$ cat config.mk
export PLATFORM = sky130hd
export DESIGN_NAME = npcw_queue
export DESIGN_NICKNAME = d
export VERILOG_FILES = /design/src/hdl/npcw_pkg.sv /design/src/hdl/npcw_queue.sv
export SDC_FILE = /design/constraint.sdc
export NUM_CORES = 1
export LEC_CHECK = 0
export BUFFER_PORTS_ARGS = -buffer_cell sky130_fd_sc_hd__buf_2
export CAP_MARGIN = 10
export CORE_UTILIZATION = 55
export DETAILED_ROUTE_END_ITERATION = 8
export GPL_TIMING_DRIVEN = 0
export PLACE_DENSITY = 0.85
export SLEW_MARGIN = 20
export SYNTH_ARGS = -nofsm -noshare
export SYNTH_HDL_FRONTEND = slang
export SYNTH_SLANG_ARGS = --single-unit
export TNS_END_PERCENT = 100
$ cat constraint.sdc
create_clock -name clk -period 12.3 [get_ports clk]
set_clock_uncertainty 0.15 [all_clocks]
set_input_delay 1.23 -clock clk [delete_from_list [all_inputs] [get_ports clk]]
set_output_delay 1.23 -clock clk [all_outputs]
set_load 0.1 [all_outputs]
$ cat src/hdl/npcw_pkg.sv
// Shared types and constants for the NVM page cache write-back block.
// Used by every module under hdl/; no dependencies of its own.
package npcw_pkg;

	localparam int PAGE_BYTES     = 512;
	localparam int RESERVED_BYTES = 32;
	localparam int CHUNK_BYTES    = 16;
	localparam int ROWS           = PAGE_BYTES / CHUNK_BYTES;
	localparam int ROW_W          = $clog2(ROWS);
	localparam int LANE_W         = $clog2(CHUNK_BYTES);
	localparam int LOC_W          = $clog2(PAGE_BYTES);
	localparam logic [31:0] UNLOCK_MAGIC = 32'h003fadeb;

	typedef enum logic [1:0] {
		ACT_READ  = 2'd0,
		ACT_WRITE = 2'd1,
		ACT_TICK  = 2'd2,
		ACT_LOAD  = 2'd3
	} action_t;

	typedef enum logic [1:0] {
		CMD_NONE  = 2'd0,
		CMD_CLEAR = 2'd1,
		CMD_ERASE = 2'd2,
		CMD_QUAD  = 2'd3
	} flash_cmd_t;

	typedef enum logic [1:0] {
		PH_IDLE  = 2'd0,
		PH_CLEAR = 2'd1,
		PH_ERASE = 2'd2,
		PH_DATA  = 2'd3
	} phase_t;

	typedef enum logic [1:0] {
		REG_USER_LIMIT = 2'd0,
		REG_RSV_START  = 2'd1,
		REG_UNLOCK     = 2'd2,
		REG_UV_TRIP    = 2'd3
	} reg_index_t;

	// classified transaction handed from front to back
	typedef struct packed {
		action_t      action;
		logic [LOC_W:0] idx;
		logic [1:0]   size;
		logic [3:0]   nbytes;
		logic         inb;
		logic         allow;
		logic [63:0]  wdata;
		logic         ready;
		logic         loaded;
		logic [15:0]  supply;
	} item_t;

endpackage

$ cat src/hdl/npcw_queue.sv
// Two-entry queue of classified transactions between front and back.
// Depends on npcw_pkg.
module npcw_queue import npcw_pkg::*; (
	input  logic  clk,
	input  logic  arst_n,
	input  logic  push,
	input  item_t push_item,
	input  logic  pop,
	output item_t head,
	output logic  empty,
	output logic  full
);

	item_t      ent_q [2];
	logic       wr_ptr_q;
	logic       rd_ptr_q;
	logic [1:0] count_q;

	assign head  = ent_q[rd_ptr_q];
	assign empty = (count_q == 2'd0);
	assign full  = (count_q == 2'd2);

	always_ff @(posedge clk) begin
		if (push) begin
			ent_q[wr_ptr_q] <= push_item;
		end
	end

	always_ff @(posedge clk or negedge arst_n) begin
		if (!arst_n) begin
			wr_ptr_q <= 1'b0;
			rd_ptr_q <= 1'b0;
			count_q  <= 2'd0;
		end else begin
			if (push) begin
				wr_ptr_q <= !wr_ptr_q;
			end
			if (pop) begin
				rd_ptr_q <= !rd_ptr_q;
			end
			if (push && !pop) begin
				count_q <= count_q + 2'd1;
			end else if (pop && !push) begin
				count_q <= count_q - 2'd1;
			end
		end
	end

endmodule

== Word-level counts from Yosys, hierarchy flattened ==
Memories as Yosys holds them, arrays and structs flattened.
Cells that the tools add are included.

* Bits in registers: 4
* Memory bits (writable): 204
* Output and inout bits: 104
* Memories kept: 1

* $add $sub $neg: 2
* Equal/unequal tests: 1
* Multiplexer cells: 4
* Reductions and logical operators: 8

{| class="wikitable"
|+ Memories
! memory !! depth !! bits a word !! read ports !! clocked after Yosys merged registers in !! wr ports !! RTL line !! source
|-
| ent_q || 2 || 102 || 1 || 0 || 1 || npcw_queue.sv:14 || <nowiki>item_t ent_q [2];</nowiki>
|}

{| class="wikitable"
|+ Operators with widths
! kind !! number
|-
| $logic_not A1 Y1 || 4
|-
| $mux W2 || 2
|-
| $add A2 B1 Y2 const B || 1
|-
| $eq A2 B2 Y1 const B || 1
|-
| $logic_and A1 B1 Y1 || 2
|-
| $logic_not A2 Y1 || 1
|-
| $mux W1 || 2
|-
| $reduce_bool A2 Y1 || 1
|-
| $sub A2 B1 Y2 const B || 1
|}

== Longest topological paths before layout ==
* Depth after elaboration: 4
* Mapped depth: 5

== Worst setup path after synthesis ==
OpenSTA, ideal clock, no wires.

* Kind: input to register
* From: in push
* To: mem ent_q[0][0] in the netlist's numbering (enable)
* Arrival: 5.668 ns
* Data required time: 11.574 ns
* Setup slack: 5.906 ns
* Stages: 1
* Cell sequence: nor2b_1

* Longest elaborated chain between the ends: 2

{| class="wikitable"
|+ RTL lines
! what !! RTL line !! source
|-
| start: declaration || npcw_queue.sv:6 || <nowiki>input logic push,</nowiki>
|-
| $mux W1 || npcw_queue.sv:24 || <nowiki>if (push) begin</nowiki>
|-
| $mux W1 (implied by the code) || npcw_queue.sv:25 || <nowiki>ent_q[wr_ptr_q] <= push_item;</nowiki>
|-
| end: declaration || npcw_queue.sv:14 ||
|}

Every way passes these cells.

==> results.json <==
{
  "cts_max_level": 1,
  "cts_hold_buffers": 0,
  "yosys.area.top_type": "edfxtp_1",
  "ys_seq_area_frac": 0.823,
  "grt_max_degree": 56,
  "clock_latency_ps": 470,
  "rsz0062_at_grt": "no",
  "fin_crit_ps": 3330,
  "wl_per_cell_um": 17.6,
  "synth.area.top_cells": "edfxtp_1 (81%), mux2_2 (15%), dfrtp_1 (1.3%)",
  "outcome": "finished, final reports clean",
  "dpl.hpwl_um": 9180,
  "cts.path.max_buffers": 3,
  "yosys-top-cells-count": "edfxtp_1 (204), mux2_2 (102), buf_6 (7), dfrtp_1 (4), xor2_1 (4)",
  "drt-initial-drc-count": 182,
  "critPathBufInv": 3,
  "boundaryPins": 210,
  "yosysMostFrequentCell": "edfxtp_1",
  "regArea_um2": 6230,
  "cts_sinks": 208,
  "num_vias": 3908,
  "die_height_um": 119,
  "die_x_um": 119,
  "cts_tree": "built",
  "portBuffers": 209,
  "period_share": 0.271,
  "synth_area_um2": 7560,
  "multi_input_area_um2": 1240,
  "drv_cap": 0,
  "crit_family": "buffers and inverters",
  "tightestPinTransition_ps": 688,
  "syn_inst": 333,
  "wl_um": 13400,
  "critPathMaxStageDelay_ps": 380,
  "place_congestion": 0.697,
  "finalSetupViolCount": 0,
  "drc": 0,
  "core_area_um2": 13300,
  "cts_setup_buffers": 0,
  "fin_nets": 677,
  "start_kind": "register",
  "cts_buffers": 21,
  "syn-num-nets": 440,
  "firstDrtPassIters": 4,
  "synth_top_cell_area_share": 0.810,
  "fill_cells": 837,
  "critPathCaptureType": "primary output",
  "max_freq_mhz": 300,
  "viasPerCell": 5.16,
  "route.antenna.remaining_nets": 0,
  "rows": 42,
  "worst_hold_path_type": "register to register",
  "yosysWarnings": 0,
  "slowest_stage": "dfrtp_1",
  "yosysUniqueCellTypes": 13,
  "layout-drive-gt1-share": 0.608,
  "finalHoldViolations": 0,
  "root_buffer": "clkbuf_16",
  "syn_avg_cell_area_um2": 22.7,
  "start_util": 0.567,
  "slew_violations": 0,
  "fp.dieArea_um2": 14200,
  "crit_chain": "buf_4, buf_6, mux2_2, buf_2",
  "synth_edf_count": 204,
  "relSlewSlack": 0.541,
  "final.setup.tns_ps": 0,
  "antennaDiodeCount": 0,
  "grt_pass1_vias": 4208,
  "grt_pass1_wl_um": 20500,
  "clkTransAtPathRegs_ps": 60,
  "cts_resized": 0,
  "antenna_found_initial": 0,
  "synth-main-ff-cell": "edfxtp_1",
  "synthArstFlopShare": 0.0192,
  "worst-path-max-fanout": 10,
  "ys_ff_latch": 208,
  "grt_usage": 0.188,
  "worstSetupPathType": "register to primary output",
  "overflow": 0,
  "cp_data_arrival_time_ps": 1950,
  "cp.required_ps": 10920,
  "synthToLayoutAreaGrowth_pct": 26.1
}
==> path summary, 6_finish.rpt <==
path,from,end,slack [ps],depth (start not counted)
max,rd_ptr_q,head[52],8970,4
min,count_q[1],count_q[1],350,1
max reg2reg,wr_ptr_q,ent_q[1][73],10380,2
min reg2reg,count_q[1],count_q[1],350,1
max in group asynchronous,arst_n,wr_ptr_q,11480,1
min in group asynchronous,arst_n,count_q[1],400,1
==> cells in the final DEF, fill, tap and decap left out, types with 2 or more instances in the layout <==
cell | Yosys | layout
buf_2 | 3 | 212
mux2_2 | 102 | 102
dfrtp_1 | 4 | 4
edfxtp_1 | 204 | 204
clkbuf_1 | 0 | 3
clkinv_1 | 0 | 7
buf_6 | 7 | 7
buf_12 | 0 | 2
xor2_1 | 4 | 4
nor2_1 | 2 | 2
buf_16 | 0 | 3
clkbuf_16 | 0 | 21
clkinv_2 | 0 | 3
==> cells by family after synthesis <==
kind of cell,after synthesis,synth area share
mux,102,0.152
flops,208,0.823
buf+inv,12,0.0139
simple gates,5,0.00348
xor+xnor,5,0.00579
fa+ha+maj,1,0.00165
==> state kept, by name, indices dropped and copies added (netlist names) <==
register  count
count_q       2
ent_q       204
rd_ptr_q      1
wr_ptr_q      1
==> per-layer routing <==
metal  wire [um]  track usage  up-vias
met5           0            0        -
met1        4980        0.208     1922
met4         312       0.0562        0
li1            -            -     1797
met2        6940        0.343      160
met3        1130       0.0594       29
==> metrics by stage <==
step,instance area [um^2],utilization,hold WS [ps],worst slack [ps],cells
after floorplan,7560,-,305,5910,333
after detailed placement,8960,0.671,330,9440,723
after global routing,9540,0.715,352,8850,757
after CTS,9540,0.715,344,8920,757
final,9540,0.715,346,8970,757
after global placement,8830,0.661,319,3670,718
==> layout make-up <==
| class | count | share of cell area |
|---|---|---|
| Clock inverter | 10 | 0.00433 |
| Tap cell | 176 | 0.0231 |
| Sequential cell | 208 | 0.653 |
| Multi-Input combinational cell | 113 | 0.130 |
| Timing Repair Buffer | 214 | 0.123 |
| Inverter | 1 | 0.000393 |
| Clock buffer | 24 | 0.0563 |
| Buffer | 11 | 0.0106 |
==> worst register-to-register path, delay by kind of cell, from the launching register on <==
| family | cells | cell delay, ps |
|---|---|---|
| flops | 1 | 430 |
| buf+inv | 1 | 340 |
| simple gates | 1 | 630 |
Power is left out: the tool's default activity adds up to more than one toggle a clock period on the data nets, which glitch-free logic cannot reach.
