[src/hdl/npcw_pkg.sv]
// Shared types and constants for the NVM page cache write-back block.
// Used by every module under hdl/; no dependencies of its own.
package npcw_pkg;

	localparam int PAGE_BYTES     = 512;
	localparam int RESERVED_BYTES = 32;
	localparam int CHUNK_BYTES    = 16;
	localparam int ROWS           = PAGE_BYTES / CHUNK_BYTES;
	localparam int ROW_W          = $clog2(ROWS);
	localparam int LANE_W         = $clog2(CHUNK_BYTES);
	localparam int LOC_W          = $clog2(PAGE_BYTES);
	localparam logic [31:0] UNLOCK_MAGIC = 32'h003fadeb;

	typedef enum logic [1:0] {
		ACT_READ  = 2'd0,
		ACT_WRITE = 2'd1,
		ACT_TICK  = 2'd2,
		ACT_LOAD  = 2'd3
	} action_t;

	typedef enum logic [1:0] {
		CMD_NONE  = 2'd0,
		CMD_CLEAR = 2'd1,
		CMD_ERASE = 2'd2,
		CMD_QUAD  = 2'd3
	} flash_cmd_t;

	typedef enum logic [1:0] {
		PH_IDLE  = 2'd0,
		PH_CLEAR = 2'd1,
		PH_ERASE = 2'd2,
		PH_DATA  = 2'd3
	} phase_t;

	typedef enum logic [1:0] {
		REG_USER_LIMIT = 2'd0,
		REG_RSV_START  = 2'd1,
		REG_UNLOCK     = 2'd2,
		REG_UV_TRIP    = 2'd3
	} reg_index_t;

	// classified transaction handed from front to back
	typedef struct packed {
		action_t      action;
		logic [LOC_W:0] idx;
		logic [1:0]   size;
		logic [3:0]   nbytes;
		logic         inb;
		logic         allow;
		logic [63:0]  wdata;
		logic         ready;
		logic         loaded;
		logic [15:0]  supply;
	} item_t;

endpackage

[src/hdl/npcw_front.sv]
// Front end: accepts input transactions and classifies them (bounds, lock).
// Depends on npcw_pkg.
module npcw_front import npcw_pkg::*; (
	input  logic               action,
	input  logic [1:0]         action_code,
	input  logic [LOC_W-1:0]   location,
	input  logic [1:0]         size_code,
	input  logic signed [63:0] write_value,
	input  logic               controller_ready,
	input  logic               buffer_loaded,
	input  logic [15:0]        supply_level,
	input  logic [LOC_W-1:0]   user_limit,
	input  logic [LOC_W-1:0]   reserved_start,
	input  logic [31:0]        unlock_code,
	output item_t              item
);

	logic [3:0]       n;
	logic [LOC_W:0]   end_user;
	logic [LOC_W:0]   idx;
	logic [LOC_W+1:0] end_page;
	logic             inb;
	logic             locked;
	logic             is_load;

	always_comb begin
		is_load  = action && (action_code == ACT_LOAD);
		n        = 4'd1 << size_code;
		end_user = {1'b0, location} + (LOC_W+1)'(n);
		idx      = {1'b0, location} + (LOC_W+1)'(RESERVED_BYTES);
		end_page = {1'b0, idx} + (LOC_W+2)'(n);
		inb      = (end_user <= {1'b0, user_limit}) && (end_page <= (LOC_W+2)'(PAGE_BYTES));
		locked   = (end_user > {1'b0, reserved_start}) && (unlock_code != UNLOCK_MAGIC);

		item.action = action_t'(action_code);
		item.wdata  = write_value;
		item.ready  = controller_ready;
		item.loaded = buffer_loaded;
		item.supply = supply_level;
		if (is_load) begin
			item.idx    = {1'b0, location};
			item.size   = 2'd0;
			item.nbytes = 4'd1;
			item.inb    = 1'b1;
			item.allow  = 1'b1;
		end else begin
			item.idx    = idx;
			item.size   = size_code;
			item.nbytes = n;
			item.inb    = inb;
			item.allow  = inb && !locked;
		end
	end

endmodule

[config.mk]
export PLATFORM = sky130hd
export DESIGN_NAME = npcw_front
export DESIGN_NICKNAME = d
export VERILOG_FILES = /design/src/hdl/npcw_pkg.sv /design/src/hdl/npcw_front.sv
export SDC_FILE = /design/constraint.sdc
export NUM_CORES = 1
export LEC_CHECK = 0
export BUFFER_PORTS_ARGS = -buffer_cell sky130_fd_sc_hd__buf_2
export CORE_AREA = 4 4 95 97
export DETAILED_ROUTE_END_ITERATION = 10
export DIE_AREA = 0 0 99 101
export GPL_TIMING_DRIVEN = 1
export SYNTH_ARGS = -nofsm -noshare
export SYNTH_HDL_FRONTEND = slang
export SYNTH_SLANG_ARGS = --single-unit
[constraint.sdc]
create_clock -name vclk -period 13.65
set_input_delay 4.095 -clock vclk [all_inputs]
set_output_delay 4.095 -clock vclk [all_outputs]
set_load 0.05 [all_outputs]
* Yosys cells after proc, flatten, opt, wreduce, memory -nomap -nowiden *
Cells that the tools add are included.

storage, ports and cells
  register bits after elaboration = 0
  output and inout port bits = 102
  word-level logic and storage cells = 15
  bits of input ports = 146

operators by class
  muxes and demuxes = 1
  add/sub/neg operators = 3
  shift-type cells = 1
  reduce and logical (&&, ||, !) cells = 5
  eq/ne operators = 2
  $lt $le $gt $ge = 3

operators with widths
  operator              number
  $ne 32x22->1 const B  1
  $mux 18               1
  $add 10x4->11         1
  $le 11x10->1 const B  1
  $add 9x4->10          1
  $add 9x6->10 const B  1
  $gt 10x9->1           1
  $le 10x9->1           1
  $logic_and 1x1->1     4
  $shl 1x2->4 const A   1
  $eq 2x2->1 const B    1
  $logic_not 1->1       1

* Depth between registers and ports, before layout *
  depth in word-level cells = 7
  gate-level depth with buffers = 15
  mapped depth without buffers = 15

* Worst setup path after synthesis *
OpenSTA, ideal clock, no wires.

  path kind = input port to output port
  start point = input size_code[1]
  end point = output item[82] (netlist bit)
  arrival = 7.843 ns
  required time = 9.555 ns
  slack = 1.712 ns
  buffers on the path = 0
  stages = 14
  path through = nor2_1 ha_1 inv_1 fa_1 nand2b_2 a21oi_1 nand2_1 xnor2_1 ha_1 a21o_1 a2111oi_0 o211ai_2 a32oi_2 a21boi_1

RTL lines
  what             line              RTL
  start, declared  npcw_front.sv:7   input logic [1:0] size_code,
  end, declared    npcw_front.sv:15  output item_t item

==> results by group <==
Critical path
  – WS Path Type: input pin to output port
  – Sort of element at the start of the critical path: input pin
  – Highest fanout seen on the critical path: 7
  – Worst setup path endpoint: item[82]
  – Worst Setup SP: size_code[1]
  – Standard cell with the maximum stage delay on the critical path: sky130_fd_sc_hd__a2111oi_0
  – Slowest cell delay on critical path: 0.49 ns
  – CP endpoint kind: output port
  – CP cell instances: buf_2 -> nor2_1 -> ha_1 -> inv_1 -> fa_1 -> nand2b_2 -> a21oi_1 -> nand2_1 -> xnor2_1 -> ha_1 -> a21o_1 -> a2111oi_0 -> o211ai_2 -> a32oi_2 -> a21boi_1 -> buf_2
  – Worst endpoint data arrival time: 7.43 ns
  – CP Data Required Time: 9.55 ns

Yosys
  – Number of warnings issued by yosys: 0
  – Largest cells by area after synthesis: sky130_fd_sc_hd__buf_4, sky130_fd_sc_hd__ha_1, sky130_fd_sc_hd__xnor2_1, sky130_fd_sc_hd__inv_1, sky130_fd_sc_hd__a21oi_1
  – Post-synthesis area per instance: 7.43 sq um
  – Net count after synthesis: 423
  – Most frequent cells after synthesis: sky130_fd_sc_hd__buf_4, sky130_fd_sc_hd__inv_1, sky130_fd_sc_hd__ha_1, sky130_fd_sc_hd__xnor2_1, sky130_fd_sc_hd__nand2_1
  – Area share of the leading cell type in the synthesized netlist: 0.354
  – Leading area contributor after synthesis: sky130_fd_sc_hd__buf_4
  – Mapped cell area: 1890 sq um
  – Cell with the most instances after synthesis: sky130_fd_sc_hd__buf_4
  – Sequential share of the synthesized area: 0
  – Number of unique standard cell types used by synthesis: 44
  – Instance count of the mapped netlist: 254

Floorplan
  – FP Rows: 33
  – Die H: 101 um
  – X dimension of the die: 99 um
  – Starting Density: 0.232
  – I/O pin cnt: 248
  – Area of the core: 8130 sq um
  – Die Area: 10000 sq um

Timing
  – Least setup slack across all paths after layout: 2.13 ns
  – Final period util: 0.844
  – Post-layout minimum cycle time: 11.52 ns
  – Count of endpoints failing setup in the final report: 0
  – Setup repair after global routing missed its margin: no
  – Highest attainable clock frequency: 86.8 MHz
  – Headroom to the max-slew limit: 0.641
  – Post-route setup TNS: 0 ns
  – Measured slew at the worst slew-check pin: 0.536 ns
  – Final Hold Fails: 0
  – Final-report max-slew violation count: 0

Layout
  – Storage element area: 0 sq um
  – ANT cells: 0
  – Count of clock-net buffers in the final layout: 0
  – Count of placed standard cells in the final layout, fillers left out: 350
  – Final Instance Area: 1730 sq um
  – Filler cell count: 921
  – Synthesis-to-finish area growth: -8.62%
  – Seq Cell Count: 0
  – Layout cell share with drive strength beyond 1: 0.384
  – Total number of nets in the final design: 416

Clock tree
  – Count of cells resized by post-cts repair: 0
  – Setup Fix Bufs, Post-CTS: 0
  – Count of hold-fix buffers inserted at cts: 0

Flow run
  – MaxCap Viol Count: 0

Placement
  – Total placed cells including tap cells: 350
  – Total half-perimeter wirelength after legalization and detailed placement: 4200 um
  – Worst slack at placement: 2.13 ns
  – Global placer's final weighted congestion: 0.840
  – Number of buffer cells added on primary ports: 84
  – Placed instance area: 1730 sq um

Global route
  – Largest net degree at the start of global routing: 13
  – Total global-route track usage: 0.0831
  – First-pass GRT wire length: 6940 um
  – Antenna violations before repair: 0
  – Remaining Overflow, GRT: 0
  – Vias in the first global route: 1,460

Detailed routing
  – Number of vias in the routed layout: 1,454
  – Drt wl/cell: 13.3 um
  – Vias per Instance: 4.15
  – Detail Route Antenna Nets: 0
  – DRC: 0
  – Total wire length: 4650 um
  – Detailed-routing iteration count for the pre-antenna-repair pass: 4
  – Detailed router's first-iteration violation count: 23

Power
  – Power per standard cell area: 44.8 nW/um^2
  – Static leakage: 0.897 nW
  – Peak VDD IR: 0.0131 mV

Hold path
  – Min-Delay Startpoint: supply_level[13]
  – Min-Delay Path Class: input pin to output port

Run status
  – Status: completed
-- area by class of cell --
| type | instances | area [sq um] | share of cell area |
|---|---|---|---|
| tap | 105 | 131 | 0.0761 |
| timing repair buffer | 84 | 420 | 0.244 |
| multi-input combinational | 136 | 1080 | 0.626 |
| inverter | 25 | 93.8 | 0.0544 |
-- through the flow --
stage / power [mW] / hold slack [ns] / utilization
6_report: 0.0774 / 8.19 / 0.212
5_1_grt: 0.0853 / 8.19 / 0.212
4_1_cts: 0.0788 / 8.19 / 0.212
3_5_place_dp: 0.0783 / 8.19 / 0.212
3_3_place_gp: 0.0771 / 8.19 / 0.212
2_1_floorplan: 0.122 / 8.36 / -
-- worst min-delay path by stage --
stage                    end  slack (ns)  cells past startpoint
global placement    item[18]        8.19                      0
global route        item[13]        8.19                      0
floorplan            item[0]        8.36                      1
CTS                 item[18]        8.19                      0
detailed placement  item[18]        8.19                      0
finish              item[13]        8.19                      0
-- placed cells by master, fill, tap and decap left out, types with 2 or more instances in the layout --
cell type,netlist,routed
sky130_fd_sc_hd__buf_2,1,84
sky130_fd_sc_hd__inv_1,25,25
sky130_fd_sc_hd__ha_1,22,22
sky130_fd_sc_hd__xnor2_1,13,13
sky130_fd_sc_hd__nand2_1,12,12
sky130_fd_sc_hd__a21oi_1,9,9
sky130_fd_sc_hd__nand3_1,9,9
sky130_fd_sc_hd__nor2_1,8,8
sky130_fd_sc_hd__nor2b_1,5,5
sky130_fd_sc_hd__nand4_1,4,4
sky130_fd_sc_hd__nor4_1,4,4
sky130_fd_sc_hd__nand2b_1,3,3
sky130_fd_sc_hd__and3_1,3,3
sky130_fd_sc_hd__and2_1,3,3
sky130_fd_sc_hd__xor2_1,3,3
sky130_fd_sc_hd__a21o_1,3,3
sky130_fd_sc_hd__o21ai_0,3,3
sky130_fd_sc_hd__nand4b_1,3,3
sky130_fd_sc_hd__o21bai_1,2,2
sky130_fd_sc_hd__nand2b_2,2,2
sky130_fd_sc_hd__a21boi_0,2,2
sky130_fd_sc_hd__nor4b_1,2,2
sky130_fd_sc_hd__nor3_1,2,2
-- layer usage --
layer	up-vias	routed length, um	share of wire	track usage
met2	60	2140	0.46	0.137
li1	738	-	-	-
met3	34	312	0.067	0.0131
met1	622	2020	0.43	0.105
met4	0	184	0.040	0.0389
met5	-	0	0	0
-- where the power goes --
part           switching (mW)  total (mW)  internal, mW  leakage [nW]
clock network               0           0             0             0
logic                  0.0473      0.0774        0.0301         0.897
registers                   0           0             0             0
total                  0.0473      0.0774        0.0301         0.897
-- kinds of logic (layout without fill, tap and decap cells) --
family	Yosys count	in the layout	synth area share
adders and majority gates	24	24	0.162
muxes	1	1	0.00596
AOI/OAI and AO/OA	31	31	0.131
and+or+nand+nor	63	63	0.190
xor gates and xnor gates	17	17	0.0828
buffers and inverters	118	109	0.428
-- critical path, delay by kind of cell --
family,cells,cell delay (ns)
AOI/OAI and AO/OA,6,1.46
adders and majority gates,3,0.78
buffers and inverters,3,0.47
and+or+nand+nor,3,0.45
xor gates and xnor gates,1,0.15
Note: power is estimated with default switching activity, not from simulation.
